File: config.mk
export PLATFORM = sky130hd
export DESIGN_NAME = prefix_code_bit_decoder_core_flat
export DESIGN_NICKNAME = d
export VERILOG_FILES = /design/src/hw/rtl/pcbd_pkg.sv /design/src/hw/rtl/pcbd_if.sv /design/src/hw/rtl/pcbd_ram.sv /design/src/hw/rtl/pcbd_ctrl.sv /design/src/hw/rtl/pcbd_dp.sv /design/src/hw/rtl/prefix_code_bit_decoder_core.sv /design/src/flat_wrapper.sv
export SDC_FILE = /design/constraint.sdc
export NUM_CORES = 2
export LEC_CHECK = 0
export BUFFER_PORTS_ARGS = -buffer_cell sky130_fd_sc_hd__buf_2
export CAP_MARGIN = 30
export CORE_AREA = 2 2 440 442
export CTS_CLUSTER_SIZE = 30
export DETAILED_ROUTE_END_ITERATION = 16
export DIE_AREA = 0 0 442 444
export GPL_ROUTABILITY_DRIVEN = 0
export GPL_TIMING_DRIVEN = 0
export HOLD_SLACK_MARGIN = 0.12
export PLACE_DENSITY = 0.65
export SYNTH_ARGS = -nofsm -noshare
export SYNTH_HDL_FRONTEND = slang
export SYNTH_SLANG_ARGS = --single-unit
File: constraint.sdc
create_clock -name i_clk -period 10.45 [get_ports i_clk]
set_input_delay 0.5225 -clock i_clk [delete_from_list [all_inputs] [get_ports i_clk]]
set_output_delay 0.5225 -clock i_clk [all_outputs]
set_load 0.02 [all_outputs]
File: src/hw/rtl/pcbd_pkg.sv
`timescale 1ns / 1ps

package pcbd_pkg;

    localparam int IDX_W  = 6;
    localparam int LEN_W  = 5;
    localparam int CODE_W = 16;
    localparam int SYM_W  = 16;

    localparam int TABLE_ENTRIES_DEF = 64;
    localparam int MAX_CODE_LEN_DEF  = 16;
    localparam int SYMBOL_WIDTH_DEF  = 16;

    typedef enum logic {
        CMD_LOAD = 1'b0,
        CMD_BIT  = 1'b1
    } t_cmd;

    typedef struct packed {
        t_cmd               cmd;
        logic [IDX_W-1:0]   entry_index;
        logic [LEN_W-1:0]   entry_length;
        logic [CODE_W-1:0]  entry_code;
        logic [SYM_W-1:0]   entry_symbol;
        logic               bit_value;
    } t_in_word;

    typedef struct packed {
        logic [SYM_W-1:0]   symbol;
        logic               error;
    } t_out_word;

    typedef enum logic [1:0] {
        ST_CLEAR,
        ST_IDLE,
        ST_SCAN
    } t_state;

    typedef struct packed {
        logic clr_write;
        logic load;
        logic bit_start;
        logic scan_step;
        logic emit;
    } t_dp_cmd;

    typedef struct packed {
        logic in_bit;
        logic clr_last;
        logic hit;
        logic done;
        logic at_max;
        logic out_free;
    } t_dp_sts;

endpackage

File: src/hw/rtl/pcbd_if.sv
`timescale 1ns / 1ps

interface pcbd_in_if;
    logic               valid;
    logic               ready;
    pcbd_pkg::t_in_word data;

    modport source (output valid, output data, input ready);
    modport sink   (input valid, input data, output ready);
endinterface

interface pcbd_out_if;
    logic                valid;
    logic                ready;
    pcbd_pkg::t_out_word data;

    modport source (output valid, output data, input ready);
    modport sink   (input valid, input data, output ready);
endinterface

File: src/hw/rtl/pcbd_ram.sv
`timescale 1ns / 1ps

module pcbd_ram #(
    parameter int WIDTH = 38,
    parameter int DEPTH = 64
) (
    input  logic                     i_clk,
    input  logic                     i_we,
    input  logic [$clog2(DEPTH)-1:0] i_waddr,
    input  logic [WIDTH-1:0]         i_wdata,
    input  logic                     i_re,
    input  logic [$clog2(DEPTH)-1:0] i_raddr,
    output logic [WIDTH-1:0]         o_rdata
);

    logic [WIDTH-1:0] r_mem [DEPTH];
    logic [WIDTH-1:0] r_rdata;

    always_ff @(posedge i_clk) begin
        if (i_we) begin
            r_mem[i_waddr] <= i_wdata;
        end
        if (i_re) begin
            r_rdata <= r_mem[i_raddr];
        end
    end

    assign o_rdata = r_rdata;

endmodule

File: src/hw/rtl/pcbd_ctrl.sv
`timescale 1ns / 1ps

module pcbd_ctrl (
    input  logic              i_clk,
    input  logic              i_rst_n,
    input  logic              i_in_valid,
    output logic              o_in_ready,
    input  pcbd_pkg::t_dp_sts i_sts,
    output pcbd_pkg::t_dp_cmd o_cmd
);

    pcbd_pkg::t_state r_state;
    pcbd_pkg::t_state n_state;
    logic             result;

    assign result = i_sts.hit || (i_sts.done && i_sts.at_max);

    always_ff @(posedge i_clk) begin
        if (!i_rst_n) begin
            r_state <= pcbd_pkg::ST_CLEAR;
        end else begin
            r_state <= n_state;
        end
    end

    always_comb begin
        n_state = r_state;
        case (r_state)
            pcbd_pkg::ST_CLEAR: begin
                if (i_sts.clr_last) begin
                    n_state = pcbd_pkg::ST_IDLE;
                end
            end
            pcbd_pkg::ST_IDLE: begin
                if (i_in_valid && i_sts.in_bit) begin
                    n_state = pcbd_pkg::ST_SCAN;
                end
            end
            pcbd_pkg::ST_SCAN: begin
                if (result) begin
                    if (i_sts.out_free) begin
                        n_state = pcbd_pkg::ST_IDLE;
                    end
                end else if (i_sts.done) begin
                    n_state = pcbd_pkg::ST_IDLE;
                end
            end
            default: n_state = pcbd_pkg::ST_CLEAR;
        endcase
    end

    always_comb begin
        o_in_ready = 1'b0;
        o_cmd      = '0;
        case (r_state)
            pcbd_pkg::ST_CLEAR: begin
                o_cmd.clr_write = 1'b1;
            end
            pcbd_pkg::ST_IDLE: begin
                o_in_ready      = 1'b1;
                o_cmd.load      = i_in_valid && !i_sts.in_bit;
                o_cmd.bit_start = i_in_valid && i_sts.in_bit;
            end
            pcbd_pkg::ST_SCAN: begin
                if (result) begin
                    o_cmd.emit = i_sts.out_free;
                end else if (!i_sts.done) begin
                    o_cmd.scan_step = 1'b1;
                end
            end
            default: begin
                o_in_ready = 1'b0;
            end
        endcase
    end

endmodule

File: src/hw/rtl/pcbd_dp.sv
`timescale 1ns / 1ps

module pcbd_dp #(
    parameter int TABLE_ENTRIES = pcbd_pkg::TABLE_ENTRIES_DEF,
    parameter int MAX_CODE_LEN  = pcbd_pkg::MAX_CODE_LEN_DEF,
    parameter int SYMBOL_WIDTH  = pcbd_pkg::SYMBOL_WIDTH_DEF
) (
    input  logic                i_clk,
    input  logic                i_rst_n,
    input  pcbd_pkg::t_in_word  i_in_data,
    input  pcbd_pkg::t_dp_cmd   i_cmd,
    output pcbd_pkg::t_dp_sts   o_sts,
    output logic                o_out_valid,
    input  logic                i_out_ready,
    output pcbd_pkg::t_out_word o_out_data
);

    localparam int AW  = $clog2(TABLE_ENTRIES);
    localparam int XW  = (AW > pcbd_pkg::IDX_W) ? AW : pcbd_pkg::IDX_W;
    localparam int PLW = $clog2(MAX_CODE_LEN + 1);
    localparam int LW  = (PLW > pcbd_pkg::LEN_W) ? PLW : pcbd_pkg::LEN_W;
    localparam int CW  = (MAX_CODE_LEN > pcbd_pkg::CODE_W) ? MAX_CODE_LEN : pcbd_pkg::CODE_W;
    localparam int SW  = SYMBOL_WIDTH;
    localparam int EW  = 1 + pcbd_pkg::LEN_W + pcbd_pkg::CODE_W + SW;

    localparam logic [AW-1:0]  LAST_IDX  = AW'(TABLE_ENTRIES - 1);
    localparam logic [XW:0]    ENTRIES_X = (XW + 1)'(TABLE_ENTRIES);
    localparam logic [PLW-1:0] MAX_LEN   = PLW'(MAX_CODE_LEN);

    // entry layout: {valid, length, code, symbol}
    localparam int SYM_LO  = 0;
    localparam int CODE_LO = SW;
    localparam int LEN_LO  = SW + pcbd_pkg::CODE_W;
    localparam int VLD_BIT = SW + pcbd_pkg::CODE_W + pcbd_pkg::LEN_W;

    logic [AW-1:0]           r_idx;
    logic                    r_chk;
    logic                    r_chk_last;
    logic [MAX_CODE_LEN-1:0] r_code;
    logic [PLW-1:0]          r_len;
    logic                    r_out_valid;
    pcbd_pkg::t_out_word     r_out_data;

    logic [XW-1:0]               idx_x;
    logic                        in_range;
    logic [pcbd_pkg::CODE_W-1:0] code_mask;
    logic                        we;
    logic [AW-1:0]               waddr;
    logic [EW-1:0]               wdata;
    logic [EW-1:0]               rdata;

    logic                        e_valid;
    logic [pcbd_pkg::LEN_W-1:0]  e_len;
    logic [pcbd_pkg::CODE_W-1:0] e_code;
    logic [SW-1:0]               e_sym;
    logic                        match;
    logic                        hit;

    assign idx_x    = XW'(i_in_data.entry_index);
    assign in_range = ({1'b0, idx_x} < ENTRIES_X);

    always_comb begin
        for (int k = 0; k < pcbd_pkg::CODE_W; k++) begin
            code_mask[k] = (pcbd_pkg::LEN_W'(k) < i_in_data.entry_length);
        end
    end

    always_comb begin
        if (i_cmd.clr_write) begin
            we    = 1'b1;
            waddr = r_idx;
            wdata = '0;
        end else begin
            we    = i_cmd.load && in_range;
            waddr = idx_x[AW-1:0];
            wdata = {(i_in_data.entry_length != '0),
                     i_in_data.entry_length,
                     i_in_data.entry_code & code_mask,
                     SW'(i_in_data.entry_symbol)};
        end
    end

    pcbd_ram #(
        .WIDTH (EW),
        .DEPTH (TABLE_ENTRIES)
    ) u_table (
        .i_clk   (i_clk),
        .i_we    (we),
        .i_waddr (waddr),
        .i_wdata (wdata),
        .i_re    (i_cmd.scan_step),
        .i_raddr (r_idx),
        .o_rdata (rdata)
    );

    assign e_valid = rdata[VLD_BIT];
    assign e_len   = rdata[LEN_LO +: pcbd_pkg::LEN_W];
    assign e_code  = rdata[CODE_LO +: pcbd_pkg::CODE_W];
    assign e_sym   = rdata[SYM_LO +: SW];

    assign match = e_valid
                && (LW'(e_len) == LW'(r_len))
                && (CW'(e_code) == CW'(r_code));
    assign hit   = r_chk && match;

    // table index: clearing sweep, then scan address
    always_ff @(posedge i_clk) begin
        if (!i_rst_n) begin
            r_idx      <= '0;
            r_chk      <= 1'b0;
            r_chk_last <= 1'b0;
        end else if (i_cmd.clr_write) begin
            r_idx <= (r_idx == LAST_IDX) ? '0 : r_idx + 1'b1;
        end else if (i_cmd.bit_start) begin
            r_idx      <= '0;
            r_chk      <= 1'b0;
            r_chk_last <= 1'b0;
        end else if (i_cmd.scan_step) begin
            r_chk      <= 1'b1;
            r_chk_last <= (r_idx == LAST_IDX);
            if (r_idx != LAST_IDX) begin
                r_idx <= r_idx + 1'b1;
            end
        end
    end

    always_ff @(posedge i_clk) begin
        if (!i_rst_n) begin
            r_code <= '0;
            r_len  <= '0;
        end else if (i_cmd.bit_start) begin
            if (MAX_CODE_LEN > 1) begin
                r_code <= {r_code[MAX_CODE_LEN-2:0], i_in_data.bit_value};
            end
            r_len <= r_len + 1'b1;
        end else if (i_cmd.emit) begin
            r_code <= '0;
            r_len  <= '0;
        end
    end

    always_ff @(posedge i_clk) begin
        if (!i_rst_n) begin
            r_out_valid <= 1'b0;
        end else if (i_cmd.emit) begin
            r_out_valid <= 1'b1;
        end else if (i_out_ready) begin
            r_out_valid <= 1'b0;
        end
    end

    always_ff @(posedge i_clk) begin
        if (i_cmd.emit) begin
            r_out_data.symbol <= hit ? pcbd_pkg::SYM_W'(e_sym) : '0;
            r_out_data.error  <= !hit;
        end
    end

    assign o_out_valid = r_out_valid;
    assign o_out_data  = r_out_data;

    assign o_sts.in_bit   = (i_in_data.cmd == pcbd_pkg::CMD_BIT);
    assign o_sts.clr_last = (r_idx == LAST_IDX);
    assign o_sts.hit      = hit;
    assign o_sts.done     = r_chk && r_chk_last;
    assign o_sts.at_max   = (r_len >= MAX_LEN);
    assign o_sts.out_free = !r_out_valid || i_out_ready;

endmodule

File: src/hw/rtl/prefix_code_bit_decoder_core.sv
`timescale 1ns / 1ps

// Prefix-code bit decoder.
// i_in carries words of two kinds: a load word (cmd = load) writes one
// code table slot (length, code, symbol; length 0 empties the slot), a bit
// word (cmd = bit) shifts one bit into the pending code.
// o_out carries one word {symbol, error} when the pending code matches a
// slot (lowest slot wins) or reaches MAX_CODE_LEN bits with no match.
// Load words are written to the table as they are taken. A bit word scans the
// table one slot a cycle through the RAM read port, stopping early on a match;
// the result register is written at the end of the scan; ready drops for the scan.
// Reset: the table is swept empty, one slot a cycle, with i_in not ready;
// the pending code and the output valid flag are cleared.
// A stalled receiver holds the result register; the next bit word is still
// taken and scanned, and its result waits at the end of the scan until the
// register frees up.

module prefix_code_bit_decoder_core #(
    parameter int TABLE_ENTRIES = pcbd_pkg::TABLE_ENTRIES_DEF,
    parameter int MAX_CODE_LEN  = pcbd_pkg::MAX_CODE_LEN_DEF,
    parameter int SYMBOL_WIDTH  = pcbd_pkg::SYMBOL_WIDTH_DEF
) (
    input  logic       i_clk,
    input  logic       i_rst_n,
    pcbd_in_if.sink    i_in,
    pcbd_out_if.source o_out
);

    pcbd_pkg::t_dp_cmd dp_cmd;
    pcbd_pkg::t_dp_sts dp_sts;

    pcbd_ctrl u_ctrl (
        .i_clk      (i_clk),
        .i_rst_n    (i_rst_n),
        .i_in_valid (i_in.valid),
        .o_in_ready (i_in.ready),
        .i_sts      (dp_sts),
        .o_cmd      (dp_cmd)
    );

    pcbd_dp #(
        .TABLE_ENTRIES (TABLE_ENTRIES),
        .MAX_CODE_LEN  (MAX_CODE_LEN),
        .SYMBOL_WIDTH  (SYMBOL_WIDTH)
    ) u_dp (
        .i_clk       (i_clk),
        .i_rst_n     (i_rst_n),
        .i_in_data   (i_in.data),
        .i_cmd       (dp_cmd),
        .o_sts       (dp_sts),
        .o_out_valid (o_out.valid),
        .i_out_ready (o_out.ready),
        .o_out_data  (o_out.data)
    );

endmodule

File: src/flat_wrapper.sv
// flat-port wrapper written by rule: the top's interface ports become plain ports
module prefix_code_bit_decoder_core_flat 
#(
    parameter int TABLE_ENTRIES = pcbd_pkg::TABLE_ENTRIES_DEF,
    parameter int MAX_CODE_LEN  = pcbd_pkg::MAX_CODE_LEN_DEF,
    parameter int SYMBOL_WIDTH  = pcbd_pkg::SYMBOL_WIDTH_DEF
)
  (i_clk, i_rst_n, i_in_valid, i_in_data, i_in_ready, o_out_valid, o_out_data, o_out_ready);
  pcbd_in_if i_in_i ();
  pcbd_out_if o_out_i ();
  input  logic i_clk;
  input  logic i_rst_n;
  input wire logic [$bits(i_in_i.valid)-1:0] i_in_valid;
  input wire logic [$bits(i_in_i.data)-1:0] i_in_data;
  output wire logic [$bits(i_in_i.ready)-1:0] i_in_ready;
  output wire logic [$bits(o_out_i.valid)-1:0] o_out_valid;
  output wire logic [$bits(o_out_i.data)-1:0] o_out_data;
  input wire logic [$bits(o_out_i.ready)-1:0] o_out_ready;
  assign i_in_i.valid = i_in_valid;
  assign i_in_i.data = i_in_data;
  assign i_in_ready = i_in_i.ready;
  assign o_out_valid = o_out_i.valid;
  assign o_out_data = o_out_i.data;
  assign o_out_i.ready = o_out_ready;
  prefix_code_bit_decoder_core #(.TABLE_ENTRIES(TABLE_ENTRIES), .MAX_CODE_LEN(MAX_CODE_LEN), .SYMBOL_WIDTH(SYMBOL_WIDTH)) u_core (.i_clk(i_clk), .i_rst_n(i_rst_n), .i_in(i_in_i), .o_out(o_out_i));
endmodule
==> out/qor.txt <==
status - complete, no violations
dpl hpwl - 173,000 um
mapped cell area - 95,500 sq um
final setup fails - 0
critical path cell sequence - buf_2 > buf_2 > buf_1 > nand3_1 > nand2_1 > nand3_1 > nor2_4 > buf_12
relative slew slack - 24.2%
critical path startpoint - u_core.u_dp.r_idx[1]
Core Region - 192,000 sq um
worst slew pin tran - 1.14 ns
initial drt markers - 7,086
VDD IR max - 192 uV
register area share after synthesis - 78.9%
Crit Reg-Reg Endpoint - u_core.u_dp.u_table.r_mem[11][18]
Routed Antenna Nets - 0
sequential share of power - 51.9%
Root Buffer - clkbuf_16
switching pwr - 4.95 mW
crit path capture type - flop
Max Root-Sink Buffers - 3
CP Capture Point - u_core.u_dp.u_table.r_mem[11][18]
max-cap viol count - 0
period utilization - 45.0%
Final Skew - 0.0385 ns
Vias/cell - 6.40
min cycle time layout - 4.70 ns
crit start category - flop
Final #Nets - 4,745
Synth Flop Type - edfxtp_1
initial antenna violation count - 36
Synth warnings - 0
Final Max Slew Viols - 0
Post-Place Cell Area - 102,000 sq um
TritonCTS Buffers - 237
Hold Crit Depth - 3
Final Util - 57.4%
delay of the slowest critical-path stage - 0.99 ns
unrepaired setup endpoints after global routing - no
overall die area - 196,000 sq um
FF-to-FF Start - u_core.u_dp.r_idx[1]
number of remaining DRC errors - 0
post-cts resize count - 0
Avg Cell Area, Syn - 22.6 sq um
R2R setup slack - 5.75 ns
Boundary Pins - 68
layout cells sized above 1 - 27.3%
WP data required - 10.99 ns
WL final - 258,000 um
clock sinks - 2,519
die width - 442 um
EDFF count, synth - 2,487
vias in the first global route - 47,100
CP Data Arrival Time - 5.24 ns
CTS tree - yes
PortBufs - 65
slowest CP cell - nor2_4
design area - 110,000 sq um
Peak Freq - 213 MHz
area grow syn2layout - 15.1%
Worst-path clk slew - 0.07 ns
P_int - 16.4 mW
Synth Net Count - 4,284
# H-tree levels - 4
#FFs+latches synth - 2,519
worst skew pair latency - 0.88 ns
Leak - 35.9 nW
fillers - 13,600
Min Hold Slack - 0.201 ns
sw frac - 23.2%
WS Path Type - reg -> reg
Async SR Flop Fraction - 0%
Setup Total Neg Slack - 0 ns
Congestion Overflow GR - 0
Initial DRT Pass Iterations - 10
initial core utilization - 49.8%
largest net degree at the start of global routing - 65
R2R cell count - 8
Comb pwr share - 9.3%
Min-Delay Path Class - in -> reg
Synth cell types - 49
power share of the clock group - 38.8%
total power - 21.4 mW
first-pass GRT wire length - 360,000 um
Rows - 161
detailed-route wire length per cell - 34.7 um
Fin. Hold Viols - 0
CP max FO - 20
PD cells - 194 nW/um^2
via count of the routed design - 47,600
Die H - 444 um
GRT Total Usage - 26.3%
Syn Inst Count - 4,233
-- registers in the layout (all words and copies together), names as in the netlist --
register                     flops
u_core.u_dp.r_chk                1
u_core.u_dp.o_out_data          17
u_core.u_dp.r_chk_last           1
u_core.u_dp.r_len                5
u_core.u_dp.o_out_valid          1
u_core.u_dp.u_table.o_rdata     38
u_core.u_dp.r_code              16
u_core.u_dp.r_idx                6
u_core.u_dp.u_table.r_mem     2432
u_core.u_ctrl.r_state            2
-- cells in the mapped netlist (12+ instances only) --
cell,count,share of area (%)
a21oi_1,180,0.94
nand3_1,22,0.12
a22o_1,18,0.17
mux4_2,608,14
xnor2_1,21,0.19
nor2_1,88,0.35
a22oi_1,304,2.4
and3_1,18,0.12
and2_1,25,0.16
buf_1,28,0.11
clkbuf_1,141,0.55
nand2_1,54,0.21
dfxtp_1,32,0.67
or4_1,39,0.31
edfxtp_1,2487,78
buf_4,12,0.094
buf_2,51,0.27
-- power groups by stage --
stage | clock network [mW] | logic, mW | registers [mW]
after floorplan | 0 | 1.17 | 11.3
after global placement | 0 | 1.89 | 11.3
after detailed placement | 0 | 1.97 | 11.3
after CTS | 8.35 | 1.98 | 11.1
after global routing | 8.73 | 2.06 | 11.1
final | 8.28 | 1.98 | 11.1
-- worst max-delay path, delay by kind of cell (launching register included) --
family	cells	cell delay (ns)
buffers and inverters	4	1.81
flip-flops	1	0.37
AND/OR/NAND/NOR	4	2.11
-- cell usage in the layout (no fill, tap or decap), types with 19 or more instances in the layout --
cell type,netlist,layout
clkbuf_16,0,241
edfxtp_1,2487,2487
buf_12,0,96
mux4_2,608,608
buf_2,51,118
nand3_1,22,22
buf_4,12,29
nand2_1,54,54
xnor2_1,21,21
or4_1,39,39
nor2_4,0,70
buf_1,28,28
dfxtp_1,32,32
clkinv_2,0,39
clkinv_1,0,71
buf_8,0,19
a22oi_1,304,304
clkbuf_1,141,184
a21oi_1,180,170
-- worst min path at each step --
stage / start / endpoint / slack, ns
floorplan: u_core.u_dp.r_chk_last / u_core.u_dp.r_chk_last / 0.46
finish: i_in_data[22] / u_core.u_dp.u_table.r_mem[36][21] / 0.20
detailed placement: u_core.u_dp.r_chk_last / u_core.u_dp.r_chk_last / 0.48
global placement: u_core.u_dp.r_chk_last / u_core.u_dp.r_chk_last / 0.48
CTS: i_in_data[29] / u_core.u_dp.u_table.r_mem[17][28] / 0.13
global route: i_in_data[22] / u_core.u_dp.u_table.r_mem[43][21] / 0.18
-- final cells by class --
class,instances,area (sq um),area share (%)
diodes,16,40.0,0.0364
plain buffers,243,1100,1.00
clock buffers,292,6250,5.69
clock inverters,151,1180,1.07
inverters,8,30.0,0.0273
multi-input cells,1463,19700,17.9
flip-flops and latches,2519,75300,68.5
well taps,2526,3160,2.88
repair buffers,222,3080,2.81
-- through the flow --
step / cells / setup slack, ns
2_1_floorplan: 4233 / 2.59
3_3_place_gp: 6824 / -8.55
3_5_place_dp: 6969 / 6.00
4_1_cts: 7419 / 5.92
5_1_grt: 7428 / 5.76
6_report: 7440 / 5.75
-- metal layers --
| metal | wire [um] | GRT usage (%) | share of wire, % | up-vias |
|---|---|---|---|---|
| li1 | - | - | - | 19100 |
| met1 | 95800 | 35.5 | 37 | 25300 |
| met2 | 123000 | 41.1 | 48 | 2730 |
| met3 | 27400 | 6.55 | 11 | 501 |
| met4 | 11500 | 11.4 | 4.5 | 20 |
| met5 | 132 | 0 | 0.051 | - |
-- cells by family after synthesis --
logic type	Yosys count	synth area share, %
flops	2519	78.9
mux	613	14.4
compound gates	534	3.74
simple gates	292	1.57
buf+inv	251	1.18
xor+xnor	22	0.202
fa+ha+maj	2	0.0262
-- timing repair --
action	in CTS	in global routing
hold buffers	7	0
hold endpoints to repair	24	0
buffers inserted	0	0
Power figures use the tool's default switching activity.
